[src/rtl/wrcp_pkg.sv]
// Shared types, tag constants and codes for the WAV RIFF chunk parser.
package wrcp_pkg;

    // RIFF tags as little-endian 32-bit words
    localparam logic [31:0] TAG_DATA = 32'h6174_6164;
    localparam logic [31:0] TAG_FMT  = 32'h2074_6d66;
    localparam logic [31:0] TAG_RIFF = 32'h4646_4952;
    localparam logic [31:0] TAG_WAVE = 32'h4556_4157;
    localparam logic [15:0] FORMAT_PCM = 16'd1;
    localparam logic [31:0] FMT_MIN    = 32'd16;

    // Byte positions inside the 36-byte header
    localparam logic [5:0] HB_RIFF  = 6'd3;
    localparam logic [5:0] HB_WAVE  = 6'd11;
    localparam logic [5:0] HB_FMT   = 6'd15;
    localparam logic [5:0] HB_FLEN  = 6'd19;
    localparam logic [5:0] HB_PCM   = 6'd21;
    localparam logic [5:0] HB_CHAN  = 6'd23;
    localparam logic [5:0] HB_RATE  = 6'd27;
    localparam logic [5:0] HB_LAST  = 6'd35;
    // Byte positions inside an 8-byte chunk header
    localparam logic [5:0] CB_TAG   = 6'd3;
    localparam logic [5:0] CB_LAST  = 6'd7;

    // Result kinds
    localparam logic [1:0] KIND_PAYLOAD = 2'd0;
    localparam logic [1:0] KIND_FORMAT  = 2'd1;
    localparam logic [1:0] KIND_ERROR   = 2'd2;
    localparam logic [1:0] KIND_END     = 2'd3;

    // Error codes
    localparam logic [2:0] ERR_SHORT_HDR  = 3'd0;
    localparam logic [2:0] ERR_NOT_RIFF   = 3'd1;
    localparam logic [2:0] ERR_NOT_WAVE   = 3'd2;
    localparam logic [2:0] ERR_BAD_FMT    = 3'd3;
    localparam logic [2:0] ERR_NOT_PCM    = 3'd4;
    localparam logic [2:0] ERR_SHORT_DATA = 3'd5;

    // Result queue between the parser and the output stage
    localparam int QDEPTH = 4;
    localparam int QAW    = $clog2(QDEPTH);

    // Output word layout
    localparam int TDATA_W = 80;

    typedef enum logic [2:0] {
        PH_HEADER,
        PH_SKIP,
        PH_CHUNK,
        PH_DATA,
        PH_STOP
    } t_phase;

    typedef struct packed {
        logic [1:0]  kind;
        logic [7:0]  data_byte;
        logic        chunk_last;
        logic [15:0] channels;
        logic [31:0] samp_rate;
        logic [15:0] sample_bits;
        logic [2:0]  error_code;
    } t_result;

endpackage

[src/rtl/wrcp_front.sv]
// Parser front end: classifies each accepted word and builds at most one result.
module wrcp_front (
    input  logic              i_clk,
    input  logic              i_rst_n,
    input  logic              i_take,
    input  logic              i_eof,
    input  logic [7:0]        i_byte,
    output logic              o_res_valid,
    output wrcp_pkg::t_result o_res
);

    wrcp_pkg::t_phase r_phase, n_phase;
    logic [5:0]  r_byte_count, n_byte_count;
    logic [31:0] r_word_shift, n_word_shift;
    logic [31:0] r_fmt_length, n_fmt_length;
    logic [15:0] r_channel_count, n_channel_count;
    logic [31:0] r_rate_word, n_rate_word;
    logic [31:0] r_bytes_left, n_bytes_left;
    logic [2:0]  r_fail, n_fail;        // first failed check plus one, zero when clean
    logic        r_is_data, n_is_data;  // last chunk tag was the data tag

    logic [31:0] w_word;
    logic [2:0]  w_fail_final;
    logic [31:0] w_skip_len;
    logic        w_left_one;

    assign w_word     = {i_byte, r_word_shift[31:8]};
    assign w_skip_len = r_fmt_length - wrcp_pkg::FMT_MIN;
    assign w_left_one = (r_bytes_left == 32'd1);

    // Fold in the fmt size check at the end of the header
    always_comb begin
        w_fail_final = r_fail;
        if (r_fail == 3'd0 && r_fmt_length < wrcp_pkg::FMT_MIN) begin
            w_fail_final = wrcp_pkg::ERR_BAD_FMT + 3'd1;
        end
    end

    // Next phase
    always_comb begin
        n_phase = r_phase;
        if (i_take) begin
            unique case (r_phase)
                wrcp_pkg::PH_HEADER: begin
                    if (i_eof) begin
                        n_phase = wrcp_pkg::PH_STOP;
                    end else if (r_byte_count == wrcp_pkg::HB_LAST) begin
                        if (w_fail_final != 3'd0) begin
                            n_phase = wrcp_pkg::PH_STOP;
                        end else if (w_skip_len != 32'd0) begin
                            n_phase = wrcp_pkg::PH_SKIP;
                        end else begin
                            n_phase = wrcp_pkg::PH_CHUNK;
                        end
                    end
                end
                wrcp_pkg::PH_SKIP: begin
                    if (i_eof) begin
                        n_phase = wrcp_pkg::PH_STOP;
                    end else if (w_left_one) begin
                        n_phase = wrcp_pkg::PH_CHUNK;
                    end
                end
                wrcp_pkg::PH_CHUNK: begin
                    if (i_eof) begin
                        n_phase = wrcp_pkg::PH_STOP;
                    end else if (r_byte_count >= wrcp_pkg::CB_LAST && w_word != 32'd0) begin
                        n_phase = r_is_data ? wrcp_pkg::PH_DATA : wrcp_pkg::PH_SKIP;
                    end
                end
                wrcp_pkg::PH_DATA: begin
                    if (i_eof) begin
                        n_phase = wrcp_pkg::PH_STOP;
                    end else if (w_left_one) begin
                        n_phase = wrcp_pkg::PH_CHUNK;
                    end
                end
                wrcp_pkg::PH_STOP: n_phase = wrcp_pkg::PH_STOP;
                default:           n_phase = wrcp_pkg::PH_STOP;
            endcase
        end
    end

    // Datapath registers: gather words, count bytes, latch header fields
    always_comb begin
        n_byte_count    = r_byte_count;
        n_word_shift    = r_word_shift;
        n_fmt_length    = r_fmt_length;
        n_channel_count = r_channel_count;
        n_rate_word     = r_rate_word;
        n_bytes_left    = r_bytes_left;
        n_fail          = r_fail;
        n_is_data       = r_is_data;
        if (i_take && !i_eof && r_phase != wrcp_pkg::PH_STOP) begin
            n_word_shift = w_word;
            case (r_phase)
                wrcp_pkg::PH_HEADER: begin
                    n_byte_count = r_byte_count + 6'd1;
                    case (r_byte_count)
                        wrcp_pkg::HB_RIFF: begin
                            if (w_word != wrcp_pkg::TAG_RIFF && r_fail == 3'd0) begin
                                n_fail = wrcp_pkg::ERR_NOT_RIFF + 3'd1;
                            end
                        end
                        wrcp_pkg::HB_WAVE: begin
                            if (w_word != wrcp_pkg::TAG_WAVE && r_fail == 3'd0) begin
                                n_fail = wrcp_pkg::ERR_NOT_WAVE + 3'd1;
                            end
                        end
                        wrcp_pkg::HB_FMT: begin
                            if (w_word != wrcp_pkg::TAG_FMT && r_fail == 3'd0) begin
                                n_fail = wrcp_pkg::ERR_BAD_FMT + 3'd1;
                            end
                        end
                        wrcp_pkg::HB_FLEN: n_fmt_length = w_word;
                        wrcp_pkg::HB_PCM: begin
                            if (w_word[31:16] != wrcp_pkg::FORMAT_PCM && r_fail == 3'd0) begin
                                n_fail = wrcp_pkg::ERR_NOT_PCM + 3'd1;
                            end
                        end
                        wrcp_pkg::HB_CHAN: n_channel_count = w_word[31:16];
                        wrcp_pkg::HB_RATE: n_rate_word = w_word;
                        wrcp_pkg::HB_LAST: begin
                            n_byte_count = 6'd0;
                            n_fail       = w_fail_final;
                            n_bytes_left = w_skip_len;
                        end
                        default: ;
                    endcase
                end
                wrcp_pkg::PH_SKIP: n_bytes_left = r_bytes_left - 32'd1;
                wrcp_pkg::PH_CHUNK: begin
                    n_byte_count = r_byte_count + 6'd1;
                    if (r_byte_count == wrcp_pkg::CB_TAG) begin
                        n_is_data = (w_word == wrcp_pkg::TAG_DATA);
                    end else if (r_byte_count >= wrcp_pkg::CB_LAST) begin
                        n_byte_count = 6'd0;
                        n_bytes_left = w_word;
                    end
                end
                wrcp_pkg::PH_DATA: begin
                    n_bytes_left = r_bytes_left - 32'd1;
                    if (w_left_one) begin
                        n_byte_count = 6'd0;
                    end
                end
                default: ;
            endcase
        end
    end

    // Result for this word
    always_comb begin
        o_res_valid = 1'b0;
        o_res       = '0;
        if (i_take && r_phase != wrcp_pkg::PH_STOP) begin
            if (i_eof) begin
                o_res_valid = 1'b1;
                case (r_phase)
                    wrcp_pkg::PH_HEADER: begin
                        o_res.kind       = wrcp_pkg::KIND_ERROR;
                        o_res.error_code = wrcp_pkg::ERR_SHORT_HDR;
                    end
                    wrcp_pkg::PH_DATA: begin
                        o_res.kind       = wrcp_pkg::KIND_ERROR;
                        o_res.error_code = wrcp_pkg::ERR_SHORT_DATA;
                    end
                    default: o_res.kind = wrcp_pkg::KIND_END;
                endcase
            end else if (r_phase == wrcp_pkg::PH_HEADER
                         && r_byte_count == wrcp_pkg::HB_LAST) begin
                o_res_valid = 1'b1;
                if (w_fail_final != 3'd0) begin
                    o_res.kind       = wrcp_pkg::KIND_ERROR;
                    o_res.error_code = w_fail_final - 3'd1;
                end else begin
                    o_res.kind        = wrcp_pkg::KIND_FORMAT;
                    o_res.channels    = r_channel_count;
                    o_res.samp_rate   = r_rate_word;
                    o_res.sample_bits = w_word[31:16];
                end
            end else if (r_phase == wrcp_pkg::PH_DATA) begin
                o_res_valid      = 1'b1;
                o_res.kind       = wrcp_pkg::KIND_PAYLOAD;
                o_res.data_byte  = i_byte;
                o_res.chunk_last = w_left_one;
            end
        end
    end

    // Hold state
    always_ff @(posedge i_clk) begin
        if (!i_rst_n) begin
            r_phase         <= wrcp_pkg::PH_HEADER;
            r_byte_count    <= '0;
            r_word_shift    <= '0;
            r_fmt_length    <= '0;
            r_channel_count <= '0;
            r_rate_word     <= '0;
            r_bytes_left    <= '0;
            r_fail          <= '0;
            r_is_data       <= 1'b0;
        end else begin
            r_phase         <= n_phase;
            r_byte_count    <= n_byte_count;
            r_word_shift    <= n_word_shift;
            r_fmt_length    <= n_fmt_length;
            r_channel_count <= n_channel_count;
            r_rate_word     <= n_rate_word;
            r_bytes_left    <= n_bytes_left;
            r_fail          <= n_fail;
            r_is_data       <= n_is_data;
        end
    end

endmodule

[src/rtl/wrcp_queue.sv]
// Short result queue between the parser and the output stage.
module wrcp_queue (
    input  logic              i_clk,
    input  logic              i_rst_n,
    input  logic              i_push,
    input  wrcp_pkg::t_result i_data,
    input  logic              i_pop,
    output logic              o_full,
    output logic              o_empty,
    output wrcp_pkg::t_result o_data
);

    wrcp_pkg::t_result r_mem [wrcp_pkg::QDEPTH];
    logic [wrcp_pkg::QAW-1:0] r_wr_ptr, r_rd_ptr;
    logic [wrcp_pkg::QAW:0]   r_count;

    assign o_full  = (r_count == (wrcp_pkg::QAW+1)'(wrcp_pkg::QDEPTH));
    assign o_empty = (r_count == '0);
    assign o_data  = r_mem[r_rd_ptr];

    // Store pushed results
    always_ff @(posedge i_clk) begin
        if (i_push) begin
            r_mem[r_wr_ptr] <= i_data;
        end
    end

    // Advance pointers and track fill
    always_ff @(posedge i_clk) begin
        if (!i_rst_n) begin
            r_wr_ptr <= '0;
            r_rd_ptr <= '0;
            r_count  <= '0;
        end else begin
            if (i_push) begin
                r_wr_ptr <= r_wr_ptr + wrcp_pkg::QAW'(1);
            end
            if (i_pop) begin
                r_rd_ptr <= r_rd_ptr + wrcp_pkg::QAW'(1);
            end
            case ({i_push, i_pop})
                2'b10:   r_count <= r_count + (wrcp_pkg::QAW+1)'(1);
                2'b01:   r_count <= r_count - (wrcp_pkg::QAW+1)'(1);
                default: r_count <= r_count;
            endcase
        end
    end

endmodule

[src/rtl/wrcp_back.sv]
// Output stage: registers one result and packs it onto the master stream.
module wrcp_back (
    input  logic                          i_clk,
    input  logic                          i_rst_n,
    input  logic                          i_q_empty,
    input  wrcp_pkg::t_result             i_q_data,
    output logic                          o_q_pop,
    output logic                          o_tvalid,
    input  logic                          i_tready,
    output logic [wrcp_pkg::TDATA_W-1:0]  o_tdata,
    output logic [1:0]                    o_tuser,
    output logic                          o_tlast
);

    logic              r_valid;
    wrcp_pkg::t_result r_res;
    logic              w_load;

    // Refill when the register is empty or its word leaves this cycle
    assign w_load  = !i_q_empty && (!r_valid || i_tready);
    assign o_q_pop = w_load;

    always_ff @(posedge i_clk) begin
        if (!i_rst_n) begin
            r_valid <= 1'b0;
        end else if (w_load) begin
            r_valid <= 1'b1;
        end else if (i_tready) begin
            r_valid <= 1'b0;
        end
    end

    always_ff @(posedge i_clk) begin
        if (w_load) begin
            r_res <= i_q_data;
        end
    end

    // Pack: data_byte, channels, samp_rate, sample_bits, error_code, zero fill
    assign o_tvalid = r_valid;
    assign o_tuser  = r_res.kind;
    assign o_tlast  = r_res.chunk_last;
    assign o_tdata  = {5'd0, r_res.error_code, r_res.sample_bits, r_res.samp_rate,
                       r_res.channels, r_res.data_byte};

endmodule

[src/rtl/wav_riff_chunk_parser_unit.sv]
// Top level of the WAV RIFF chunk parser: parser, result queue and output stage.
//
//  Channel   Dir  tdata                     tuser          tlast
//  s_axis    in   byte_value[7:0]           action[0]      -
//  m_axis    out  data_byte, channels,      kind[1:0]      chunk_last
//                 samp_rate, sample_bits,
//                 error_code, zero fill
//
// One input word per cycle while the queue has room; the parser decides each word in
// the cycle it is taken. A result passes the queue, then the output register.
// s_axis_tready drops only while the four-entry result queue is full.
// Reset is synchronous, active low; after an error or end of stream, words are
// taken and dropped until reset.
module wav_riff_chunk_parser_unit (
    input  logic                         i_clk,
    input  logic                         i_rst_n,
    input  logic                         s_axis_tvalid,
    output logic                         s_axis_tready,
    input  logic [7:0]                   s_axis_tdata,   // byte_value[7:0]
    input  logic [0:0]                   s_axis_tuser,   // action[0]
    output logic                         m_axis_tvalid,
    input  logic                         m_axis_tready,
    // data_byte[7:0], channels[23:8], samp_rate[55:24], sample_bits[71:56],
    // error_code[74:72], zero [79:75]
    output logic [wrcp_pkg::TDATA_W-1:0] m_axis_tdata,
    output logic [1:0]                   m_axis_tuser,   // kind[1:0]
    output logic                         m_axis_tlast    // chunk_last
);

    logic              w_take;
    logic              w_res_valid;
    wrcp_pkg::t_result w_res;
    logic              w_q_full, w_q_empty, w_q_pop;
    wrcp_pkg::t_result w_q_data;

    assign s_axis_tready = !w_q_full;
    assign w_take        = s_axis_tvalid && s_axis_tready;

    wrcp_front u_front (
        .i_clk       (i_clk),
        .i_rst_n     (i_rst_n),
        .i_take      (w_take),
        .i_eof       (s_axis_tuser[0]),
        .i_byte      (s_axis_tdata),
        .o_res_valid (w_res_valid),
        .o_res       (w_res)
    );

    wrcp_queue u_queue (
        .i_clk   (i_clk),
        .i_rst_n (i_rst_n),
        .i_push  (w_res_valid),
        .i_data  (w_res),
        .i_pop   (w_q_pop),
        .o_full  (w_q_full),
        .o_empty (w_q_empty),
        .o_data  (w_q_data)
    );

    wrcp_back u_back (
        .i_clk     (i_clk),
        .i_rst_n   (i_rst_n),
        .i_q_empty (w_q_empty),
        .i_q_data  (w_q_data),
        .o_q_pop   (w_q_pop),
        .o_tvalid  (m_axis_tvalid),
        .i_tready  (m_axis_tready),
        .o_tdata   (m_axis_tdata),
        .o_tuser   (m_axis_tuser),
        .o_tlast   (m_axis_tlast)
    );

endmodule

[config.mk]
export PLATFORM = sky130hd
export DESIGN_NAME = wav_riff_chunk_parser_unit
export DESIGN_NICKNAME = d
export VERILOG_FILES = /design/src/rtl/wrcp_pkg.sv /design/src/rtl/wrcp_front.sv /design/src/rtl/wrcp_queue.sv /design/src/rtl/wrcp_back.sv /design/src/rtl/wav_riff_chunk_parser_unit.sv
export SDC_FILE = /design/constraint.sdc
export NUM_CORES = 1
export LEC_CHECK = 0
export BUFFER_PORTS_ARGS = -buffer_cell sky130_fd_sc_hd__buf_4
export CORE_ASPECT_RATIO = 1.75
export CORE_MARGIN = 8
export CORE_UTILIZATION = 39
export CTS_CLUSTER_SIZE = 25
export DETAILED_ROUTE_END_ITERATION = 8
export GPL_ROUTABILITY_DRIVEN = 0
export GPL_TIMING_DRIVEN = 0
export PLACE_DENSITY_LB_ADDON = 0.2
export SYNTH_ARGS = -nofsm -noshare
export SYNTH_HDL_FRONTEND = slang
export SYNTH_HIERARCHICAL = 1
export SYNTH_SLANG_ARGS = --single-unit
export TNS_END_PERCENT = 1
[constraint.sdc]
create_clock -name i_clk -period 9.1 [get_ports i_clk]
set_input_delay 0.91 -clock i_clk [delete_from_list [all_inputs] [get_ports i_clk]]
set_output_delay 0.91 -clock i_clk [all_outputs]
set_load 0.02 [all_outputs]
* Word-level counts from Yosys, hierarchy flattened
Memories as Yosys holds them, arrays and structs flattened. A register that Yosys moved wholly into a read port is not among the register bits.
Index checks and enable logic that the tools add are counted.
** Cells by class
- $add $sub $neg :: 8
- $lt $le $gt $ge :: 2
- Equal/unequal tests :: 32
- Mux-type cells :: 47
- Reduce and logical (&&, ||, !) cells :: 38
** Operators with widths (number)
- 32-bit two-way mux :: 3
- 32-bit case mux with 3 select lines :: 1
- 78-bit two-way mux :: 1
- 73-bit two-way mux :: 1
- 67-bit two-way mux :: 1
- 64-bit two-way mux :: 1
- 32-bit by 31-bit inequality test with 1-bit output, second input constant :: 2
- 32-bit nonzero test :: 2
- 3-bit two-way mux :: 15
- 32-bit by 1-bit equality test with 1-bit output, second input constant :: 1
- 32-bit by 31-bit equality test with 1-bit output, second input constant :: 1
- 32-bit by 5-bit less-than comparator with 1-bit output, second input constant :: 1
- 32-bit by 30-bit inequality test with 1-bit output, second input constant :: 1
- 32-bit by 1-bit subtractor with 32-bit output, second input constant :: 1
- 32-bit by 5-bit subtractor with 32-bit output, second input constant :: 1
- 6-bit by 5-bit equality test with 1-bit output, second input constant :: 4
- 6-bit two-way mux :: 4
- 9-bit two-way mux :: 2
- 6-bit case mux with 3 select lines :: 1
- 16-bit by 1-bit inequality test with 1-bit output, second input constant :: 1
- 3-bit case mux with 5 select lines :: 1
- 3-bit AND reduction :: 5
- 6-bit by 4-bit equality test with 1-bit output, second input constant :: 2
- 1-bit logical AND :: 12
- 31 further kinds :: 62
** Word-level totals
- Register bits :: 165
- RAM bits :: 312
- Input port bits :: 13
- Output and inout port bits :: 85
- Logic and storage cells :: 141
- Memories :: 1
** Memory list
- u_queue.r_mem :: depth 4, width 78, rd ports 1, clocked after Yosys merged registers in 1, wr ports 1, line wrcp_queue.sv:13 : wrcp_pkg::t_result r_mem [wrcp_pkg::QDEPTH];

* Longest topological paths before layout
Gate-level depths: netlist (run 1).
- Depth in word-level cells :: 8
- Gate-level depth with buffers :: 14
- Gate-level depth less buffers :: 13

* Hierarchy
The synthesis (run 1) kept the hierarchy.
** Modules (own cells, without submodules)
- wrcp_queue :: times used 1, cells an instance 454, area each 11723.7 um^2
- wrcp_front :: times used 1, cells an instance 1187, area each 8643.3 um^2
- wrcp_back :: times used 1, cells an instance 88, area each 2427.3 um^2
- wav_riff_chunk_parser_unit :: times used 1, cells an instance 2, area each 10.0 um^2

* Least setup slack after synthesis (run 1)
Ideal clock, no wire load.
- Path kind :: input -> register
- Start point :: in m_axis_tready
- End point :: reg u_queue/r_count[2] (netlist name)
- Data arrival time :: 6.275 ns
- Path slack :: 2.749 ns
- Stages :: 8
- Path through :: nand2b_1 nor2b_1 ha_1 inv_1 fa_1 xor2_1 or3_1 a21boi_0
** Between the ends
- Longest elaborated chain between the ends :: 4
- Elaborated cells on any way between the ends :: 6
** RTL lines
- from (decl) :: line wav_riff_chunk_parser_unit.sv:22 : input logic m_axis_tready,
- 1-bit logical OR (*) :: line wrcp_back.sv:20 : assign w_load = !i_q_empty && (!r_valid || i_tready);
- 1-bit logical AND (*) :: line wrcp_back.sv:20
- via w_q_pop :: line wav_riff_chunk_parser_unit.sv:33 : logic w_q_full, w_q_empty, w_q_pop;
- 2-bit by 1-bit equality test with 1-bit output or 2-bit equality test (tied branches) :: line wrcp_queue.sv:41 : case ({i_push, i_pop})
- 3-bit case mux with 2 select lines or 2-bit nonzero test (tied branches)
- to (signal assigned) :: line wrcp_queue.sv:42 : 2'b10: r_count <= r_count + (wrcp_pkg::QAW+1)'(1);
- to (signal assigned) :: line wrcp_queue.sv:43 : 2'b01: r_count <= r_count - (wrcp_pkg::QAW+1)'(1);
- to (signal assigned) :: line wrcp_queue.sv:44 : default: r_count <= r_count;
- to (decl) :: line wrcp_queue.sv:15 : logic [wrcp_pkg::QAW:0] r_count;
The timed path passes the listed nets; every way through them passes the cells marked *.
A chain may end at the register's enable or synchronous reset.

* Worst setup path in the final report (run 1)
- Start point :: reg u_front.r_byte_count[0]
- End point :: mem u_queue/r_mem[3][74] (netlist name) (enable)
** Between the ends
- Longest elaborated chain between the ends :: 7
** RTL lines
- from (decl) :: line wrcp_front.sv:13 : logic [5:0] r_byte_count, n_byte_count;
- from (signal assigned) :: line wrcp_front.sv:205 : r_byte_count <= n_byte_count;
- 6-bit equality test :: line wrcp_front.sv:171 : && r_byte_count == wrcp_pkg::HB_LAST) begin
- 1-bit logical AND :: line wrcp_front.sv:171
- 1-bit two-way mux :: line wrcp_front.sv:170 : end else if (r_phase == wrcp_pkg::PH_HEADER
- 1-bit two-way mux :: line wrcp_front.sv:157 : if (i_eof) begin
- 1-bit two-way mux :: line wrcp_front.sv:156 : if (i_take && r_phase != wrcp_pkg::PH_STOP) begin
- via w_res_valid :: line wav_riff_chunk_parser_unit.sv:31 : logic w_res_valid;
- 1-bit two-way mux :: line wrcp_queue.sv:23 : if (i_push) begin
- 1-bit two-way mux (not written as such) :: line wrcp_queue.sv:24 : r_mem[r_wr_ptr] <= i_data;
- to (decl) :: line wrcp_queue.sv:13
The timed path passes the listed nets, and every way through them passes these cells.

==> out/metrics.cfg, run 1 <==
[clock_tree]
cts_hold_buffers = 0
postCtsSetupRepairBufs = 0
cts_num_sinks = 549
worstSkewPairLatency_ns = 0.59
clk_pin_slew_ns = 0.07
cts_tree = done
cts_resized = 0
cts_buffers = 48
cts-root-buf = clkbuf_16
ctsLongestPathBuffers = 3
h-tree-depth = 2

[sta]
relSlewSlack = 0.1823
report.final.slew_viol_count = 0
fmax_ghz = 0.2370
hold_ws_ns = 0.4470
grt_setup_unrepaired = false
hold_viol = 0
timing.setup.tns_ns = 0
period_share = 0.4637
layout_min_cycle_time_ns = 4.220
tightest_slew_ns = 1.222
final-setup-viol-count = 0
skew_ns = 0.02172
fin_ws_ns = 4.880

[detailed_routing]
avgRoutedWirePerCell_um = 22.43
firstDrtPassIters = 5
wl_met1_mm = 21.98
top_layer_used = met5
drc_errors = 0
met3_length_mm = 3.012
vias_per_cell = 5.376
wl_met2_mm = 31.71
drt_iter0_markers = 977
wirelength_mm = 60.30
ant_nets = 0
vias = 14460

[global_routing]
grt_pass1_vias = 14940
gr-total-overflow = 0
grt_max_degree = 54
antenna_found_initial = 2
grt_use_total = 0.1806
grt_pass1_wl_mm = 91.11

[hold_path]
min_path_type = register to register

[pwr]
power_density_mw_per_mm2 = 240.2
irDropWorstVdd_mv = 0.1360
finalPower_mw = 6.269
p_leak_nw = 8.641

[setup_path]
worstSetupPathType = register to register
cp-end-kind = register
critPathLaunchType = register
cpMaxStageDelayCell = nor3_1
cp.required_ns = 9.34
cp.arrival_ns = 4.46
crit_fanout = 52
path_buf_inv = 2
slowest_delay_ns = 0.80
crit_family = simple AND/OR/NAND/NOR gates
crit_chain = ha_1, clkbuf_1, nand3b_1, nor3_1, a21oi_1, o211ai_1, and2_1, and2_4, buf_16

[layout]
final_util = 0.4503
regArea_mm2 = 0.01489
fin_area_mm2 = 0.02610
multi_input_area_mm2 = 0.007242
mostFrequentLayoutCell = edfxtp_1
final_nets = 1904
mostFrequentLayoutCells = 390 x edfxtp_1, 253 x nand2_1, 159 x dfxtp_1
drive_above_1_share = 0.1567
fillers = 5266
layoutNonFillerInstCount = 2689
areaGrowthSynthToFinish_pct = 14.46

[placed_design]
io_buffer_count = 86
place_ws_ns = 4.891
hpwl_mm = 41.62
dpl.cell_count = 2600
dpl_cell_area_mm2 = 0.02460

[synth]
yosys.area.top_type = edfxtp_1
netlist_top_cells_area = edfxtp_1 51%, dfxtp_1 14%, mux4_2 7.7%
synthFlopType = edfxtp_1
synth_top_area_share = 0.5136
ys_seq_area_frac = 0.6531
synth_area_mm2 = 0.02280
ys_ff_latch = 549
syn_inst = 1731
yosysUniqueCellTypes = 84
syn_avg_cell_area_um2 = 13.17
synthArstFlopShare = 0
ys_warn_count = 6
synth_edf_count = 390

[die]
die_area_mm2 = 0.06677
dieWidth_um = 198.8
io_pins = 98
rows = 117
initial_utilization = 0.3934
die_h_um = 335.9
core_mm2 = 0.05797

[flow_run]
drv_cap = 0

[status]
outcome = finished clean

## synth_stat cells (10+ instances only)
master	instances
or3_1	12
nand4_1	12
ha_1	13
mux2i_1	17
inv_1	22
and2_1	93
nor2_1	100
xor2_1	15
a31oi_1	10
mux4_2	78
o21ai_0	53
a21oi_1	100
buf_4	11
nand3_1	19
xnor2_1	20
dfxtp_1	159
nor3_1	37
nor4_1	17
a21boi_0	33
nand2_1	253
clkbuf_1	86
edfxtp_1	390
## power by group
group          leakage (nW)  internal [mW]  switching [mW]  total, mW
Clock                 0.725           1.07           0.904       1.97
Combinational          3.22          0.548           0.709       1.26
Sequential             4.69           2.97          0.0664       3.04
## metal layers
layer	up-vias	global-route usage
met5	-	0
met2	462	0.3293
met4	2	0.1096
met3	166	0.02663
met1	7142	0.1937
li1	6684	-
## layout make-up
class / instances / share of cell area
sequential: 549 / 0.5706
multi-input combinational: 1044 / 0.2775
clock buffer: 66 / 0.05172
tap: 773 / 0.03705
timing repair buffer: 92 / 0.03049
buffer: 118 / 0.02339
clock inverter: 21 / 0.005609
inverter: 24 / 0.003451
antenna: 2 / 0.0001917
## kinds of logic (layout without fill, tap and decap cells)
logic type	after synthesis	after routing	share of synthesized area
simple gates	617	617	0.1328
flops	549	549	0.6531
compound gates	277	277	0.07676
buf+inv	142	321	0.03072
mux	96	96	0.08499
xor+xnor	35	35	0.01344
fa+ha+maj	14	14	0.008011
other cells	1	7	0.0001644
## flip-flops by register name (all words and copies together), names as in the netlist, 6 cells and up, named ones only
name and count:
u_front/r_word_shift 24, u_front/r_fmt_length 32, u_front/r_channel_count 16, u_back/o_tdata 75, u_front/r_byte_count 6, u_front/r_bytes_left 32
u_front/r_rate_word 32, u_queue/r_mem 312
## tightest hold or removal path, delay by kind of cell (launching register included)
kind            cells  cell delay [ns]
compound gates      1             0.05
simple gates        1             0.05
flops               1             0.31
## worst paths after layout
| check | start | to | slack (ns) | cells after the start |
|---|---|---|---|---|
| max | u_front/r_byte_count[0] | u_queue/r_mem[3][74] | 4.88 | 9 |
| min | u_front/r_rate_word[24] | u_front/r_rate_word[24] | 0.45 | 2 |
| max reg2reg | u_front/r_byte_count[0] | u_queue/r_mem[3][74] | 4.88 | 9 |
| min reg2reg | u_front/r_rate_word[24] | u_front/r_rate_word[24] | 0.45 | 2 |
No activity file was read; power rests on OpenSTA's default activity.
==> inputs of run 2 (changes only) <==
Settings changed: ABC_AREA set to 1.
Clock period 9.1 ns to 3.8 ns, I/O delays scaled along.
==> out/metrics.cfg, run 2 <==
[sta]
final-setup-viol-count = 0
layout_min_cycle_time_ns = 3.681
fmax_ghz = 0.2716
tightest_slew_ns = 0.9001
hold_ws_ns = 0.06392
report.final.slew_viol_count = 0
relSlewSlack = 0.3977
grt_setup_unrepaired = true
skew_ns = 0.02385
hold_viol = 0
period_share = 0.9687

[setup_path]
cp.arrival_ns = 4.00
crit_chain = inv_1, ha_1, buf_2, nand2_1, nor2_1, nand3_1, inv_1, a31oi_1, ha_1, inv_1, nor3_2, nand2_1, buf_2, buf_1, nor3_1
cpMaxStageDelayCell = nor3_1
crit_family = simple AND/OR/NAND/NOR gates
critPathLaunchType = register
path_buf_inv = 6
cpMostUsedCell = inv_1
cp.required_ns = 4.12
crit_fanout = 10
worstSetupPathType = register to register
slowest_delay_ns = 0.47
cp-end-kind = register

[global_routing]
antenna_found_initial = 1
grt_pass1_wl_mm = 99.91
grt_max_degree = 57
grt_use_total = 0.1957
gr-total-overflow = 0
grt_pass1_vias = 17120

[placed_design]
hpwl_mm = 48.10
io_buffer_count = 91
dpl_cell_area_mm2 = 0.02493
dpl.cell_count = 3137

[detailed_routing]
vias_per_cell = 5.407
ant_nets = 0
avgRoutedWirePerCell_um = 20.98
wirelength_mm = 67.75
drt_iter0_markers = 1147
drc_errors = 0
vias = 17460
firstDrtPassIters = 6

[clock_tree]
worstSkewPairLatency_ns = 0.59
cts-root-buf = clkbuf_16
ctsLongestPathBuffers = 3
h-tree-depth = 2
cts_hold_buffers = 0
clk_pin_slew_ns = 0.07
cts_tree = done
cts_num_sinks = 549
cts_buffers = 49

[layout]
largest_reg_flops = 312
fin_area_mm2 = 0.02669
layoutNonFillerInstCount = 3229
final_nets = 2435
mostFrequentLayoutCell = edfxtp_1
drive_above_1_share = 0.1148
final_util = 0.4530
top_register = u_queue/r_mem
mostFrequentLayoutCells = 390 x edfxtp_1, 338 x nor2_1, 226 x o21ai_0
areaGrowthSynthToFinish_pct = 15.59

[die]
initial_utilization = 0.3919
io_pins = 98
rows = 118
core_mm2 = 0.05891
die_h_um = 337.9
die_area_mm2 = 0.06755
dieWidth_um = 199.9

[synth]
synth_edf_count = 390
yosysMostFrequentCell = edfxtp_1
synth_top_area_share = 0.5073
netlist_top_cells_area = edfxtp_1 51%, dfxtp_1 14%, nor2_1 5.5%
synth-compound-area-share = 0.1436
synth_adder_area_share = 0.007912
ys_seq_area_frac = 0.6451
synth-simple-area-share = 0.1358
yosys.area.top_type = edfxtp_1
muxShareOfSynthArea = 0
synth_area_mm2 = 0.02309
ys_warn_count = 6
ys_ff_latch = 549
netlist_top_cells_count = 390 x edfxtp_1, 338 x nor2_1, 226 x o21ai_0
synth_xor_area_frac = 0.005311
syn_avg_cell_area_um2 = 10.23
syn_inst = 2256
synthFlopType = edfxtp_1
yosysUniqueCellTypes = 53
synth_top_family_by_area = compound AO/OA/AOI/OAI gates
synthArstFlopShare = 0

[pwr]
finalPower_mw = 17.15
p_leak_nw = 9.956
irDropWorstVdd_mv = 0.3706
power_density_mw_per_mm2 = 642.6

[hold_path]
min_path_type = input port to register

[flow_run]
drv_cap = 0

[status]
outcome = finished clean

## run 2: cell count changes in the layout (fill, tap and decap cells not counted), moves of 87 or more
cell     previous run  this run
inv_1              22       199
and2_1             89         2
o21ai_1             2        89
nor2_1            100       338
o21ai_0            53       226
## run 2: repair_timing
item                                    in CTS  in global routing
endpoints found under the setup margin     157                156
setup buffers                                0                  0
gates resized for setup                      6                 21
## run 2: cell families after synthesis
logic type / count (synthesis)
AND/OR/NAND/NOR: 738
AO/OA/AOI/OAI: 611
flip-flops: 549
buffers and inverters: 329
XOR/XNOR: 14
adder cells (fa/ha/maj): 14
other: 1
## run 2: worst paths after layout
path | start | to | slack, ns | cells after the start
max | u_front/r_fmt_length[4] | u_queue/r_mem[2][35] | 0.12 | 15
min | m_axis_tready | u_back/o_tvalid | 0.06 | 4
max reg2reg | u_front/r_fmt_length[4] | u_queue/r_mem[2][35] | 0.12 | 15
min reg2reg | u_front/r_rate_word[5] | u_front/r_rate_word[5] | 0.46 | 2
## run 2: layer usage
layer  GRT usage  share of wire  vias up
met3     0.02603          0.054      214
met1      0.2079           0.36     8438
met2      0.3596           0.52      597
met4      0.1221          0.064        0
li1            -              -     8210
met5           0              0        -
## run 2: cell type report
type | count | area (um2)
Clock inverter | 27 | 297.8
Clock buffer | 64 | 1324
Fill cell | 5411 | 32220
Antenna cell | 1 | 2.502
Sequential cell | 549 | 14890
Multi-Input combinational cell | 1382 | 6914
Tap cell | 780 | 975.9
Buffer | 119 | 638.1
Timing Repair Buffer | 97 | 833.3
Inverter | 210 | 805.8
## run 2: power breakdown
group | leakage [nW] | internal [mW] | switching, mW
Clock | 0.780 | 2.82 | 2.19
Sequential | 5.10 | 7.30 | 0.324
Combinational | 4.08 | 1.50 | 3.01
## run 2: tightest hold or removal path, delay by kind of cell
kind	cells	cell delay [ns]
AO/OA/AOI/OAI	1	0.04
AND/OR/NAND/NOR	1	0.05
buffers and inverters	2	0.12
## run 2: through the flow
step / setup slack, ns / TNS [ns]
after CTS: -0.004334 / -0.01727
after floorplan: 0.2446 / 0
after global placement: -1.718 / -539.22
final: 0.1188 / 0
after detailed placement: -0.5712 / -20.85
after global routing: -0.2053 / -9.334
==> inputs of run 3 (changes only) <==
--- a/config.mk
+++ b/config.mk
@@ -15,4 +15,5 @@
 export GPL_ROUTABILITY_DRIVEN = 0
 export GPL_TIMING_DRIVEN = 0
+export MAX_ROUTING_LAYER = met4
 export PLACE_DENSITY_LB_ADDON = 0.2
 export SYNTH_ARGS = -nofsm -noshare
==> constraint.sdc (replaced) <==
create_clock -name i_clk -period 3.8 [get_ports i_clk]
set_input_delay 0.57 -clock i_clk [delete_from_list [all_inputs] [get_ports i_clk]]
set_output_delay 0.57 -clock i_clk [all_outputs]
set_load 0.02 [all_outputs]
==> out/metrics.cfg, run 3 (synthesis gave the netlist of run 2 again) <==
[status]
outcome = finished clean

[sta]
relSlewSlack = 0.4027
report.final.slew_viol_count = 0
period_share = 0.9837
grt_setup_unrepaired = true
skew_ns = 0.02381
final-setup-viol-count = 0
hold_viol = 0
tightest_slew_ns = 0.8926
fmax_ghz = 0.2675
layout_min_cycle_time_ns = 3.738

[pwr]
irDropWorstVdd_mv = 0.3687
p_int_mw = 11.62
swShare = 0.3228
clkPwrFrac = 0.292
p_switching_mw = 5.540
power_density_mw_per_mm2 = 642.8
p_seq_frac = 0.445
p_leak_nw = 9.956
pwr-share-comb = 0.263

[setup_path]
crit_cells = 15
path_buf_inv = 6
r2r_start = u_front/r_fmt_length[4]
cp.arrival_ns = 4.03
slowest_delay_ns = 0.48
crit_fanout = 10
cp-end-kind = register
crit_family = simple AND/OR/NAND/NOR gates
cp-startpoint = u_front/r_fmt_length[4]
cp.required_ns = 4.10
cpMostUsedCell = inv_1
cpMaxStageDelayCell = nor3_1
ff2ff_path_depth = 15
worstSetupPathType = register to register
crit_chain = inv_1, ha_1, buf_2, nand2_1, nor2_1, nand3_1, inv_1, a31oi_1, ha_1, inv_1, nor3_2, nand2_1, buf_2, buf_1, nor3_1
critPathLaunchType = register

[clock_tree]
h-tree-depth = 2
ctsLongestPathBuffers = 3
cts-root-buf = clkbuf_16
cts_buffers = 49
postCtsSetupRepairBufs = 0
worstSkewPairLatency_ns = 0.59
cts_num_sinks = 549
cts_tree = done
clk_pin_slew_ns = 0.07
cts_hold_buffers = 0

[global_routing]
grt_pass1_vias = 17150
met3_usage = 0.02544
antenna_found_initial = 1
grt_use_met1 = 0.2094
grt_pass1_wl_mm = 99.85
grt_use_total = 0.2014
gr-total-overflow = 0
grt-busiest-layer = met2
gr-usage-met2 = 0.3565
grt_max_degree = 57

[flow_run]
drv_cap = 0

[hold_path]
hp-start = m_axis_tready
min_path_type = input port to register
worst_hold_path.num_cells = 4

[layout]
mostFrequentLayoutCells = 390 x edfxtp_1, 338 x nor2_1, 226 x o21ai_0
final_util = 0.4533
mostFrequentLayoutCell = edfxtp_1
fin_area_mm2 = 0.02670
fillers = 5409
final_nets = 2435
largest_reg_flops = 312
areaGrowthSynthToFinish_pct = 15.65
top_register = u_queue/r_mem
drive_above_1_share = 0.1160

[die]
initial_utilization = 0.3919
io_pins = 98
dieWidth_um = 199.9
die_h_um = 337.9
die_area_mm2 = 0.06755
rows = 118
core_mm2 = 0.05891

[detailed_routing]
firstDrtPassIters = 5
drt_iter0_markers = 1186
drc_errors = 0
vias = 17540
wirelength_mm = 67.66
vias_per_cell = 5.430
ant_nets = 0
avgRoutedWirePerCell_um = 20.95

[placed_design]
dpl_cell_area_mm2 = 0.02493
hpwl_mm = 48.10
io_buffer_count = 91

==> run 3: path summary, 6_finish.rpt <==
check	to	slack, ns
worst max-delay path	u_queue/r_mem[2][25]	0.06
worst min-delay path	u_back/o_tvalid	0.25
worst min register to register	u_front/r_rate_word[6]	0.46
worst max register to register	u_queue/r_mem[2][25]	0.06
==> run 3: per-stage QoR <==
step                total power [mW]  hold WS, ns  worst slack (ns)  instances  TNS [ns]
floorplan                      10.37       0.4115            0.2212       2260         0
global placement               12.19       0.4243            -1.908       3131   -598.56
detailed placement             12.33       0.4470           -0.5712       3137    -20.85
CTS                            17.34       0.2254         -0.004334       3228  -0.01727
global route                   17.88       0.2422           -0.2077       3229    -8.153
finish                         17.16       0.2538           0.06182       3229         0
==> run 3: area by class of cell <==
type                       count  area [um2]  share of cell area
tap                          780       975.9             0.03655
timing repair buffer          97       833.3             0.03121
multi-input combinational   1382        6929              0.2595
clock inverter                27       297.8             0.01115
inverter                     210       805.8             0.03018
sequential                   549       14890              0.5578
clock buffer                  64        1324             0.04958
antenna                        1       2.502          0.00009372
buffer                       119       638.1             0.02390
==> run 3: what timing repair did <==
item / CTS / global route
setup endpoints to repair: 157 / 156
pin swaps: 0 / 0
resized for setup: 6 / 24
==> run 3: layer usage <==
metal / vias to the layer above / routed length (um)
li1: 8208 / -
met1: 8491 / 24600
met2: 614 / 35140
met3: 222 / 3432
met4: 0 / 4488
met5: - / 0
==> run 3: power by group through the flow <==
stage / clock (mW) / combinational [mW] / sequential, mW
finish: 5.01 / 4.52 / 7.63
global route: 5.32 / 4.86 / 7.69
CTS: 5.12 / 4.58 / 7.63
detailed placement: 0 / 4.57 / 7.76
global placement: 0 / 4.40 / 7.79
floorplan: 0 / 2.10 / 8.27
==> run 3: worst register-to-register path, cell delays in order, from the launching register on <==
cell and delay, ns:
dfxtp_1 0.35, inv_1 0.09, ha_1 0.19, buf_2 0.17
nand2_1 0.13, nor2_1 0.12, nand3_1 0.13, inv_1 0.12
a31oi_1 0.27, ha_1 0.26, inv_1 0.08, nor3_2 0.41
nand2_1 0.16, buf_2 0.24, buf_1 0.24, nor3_1 0.48
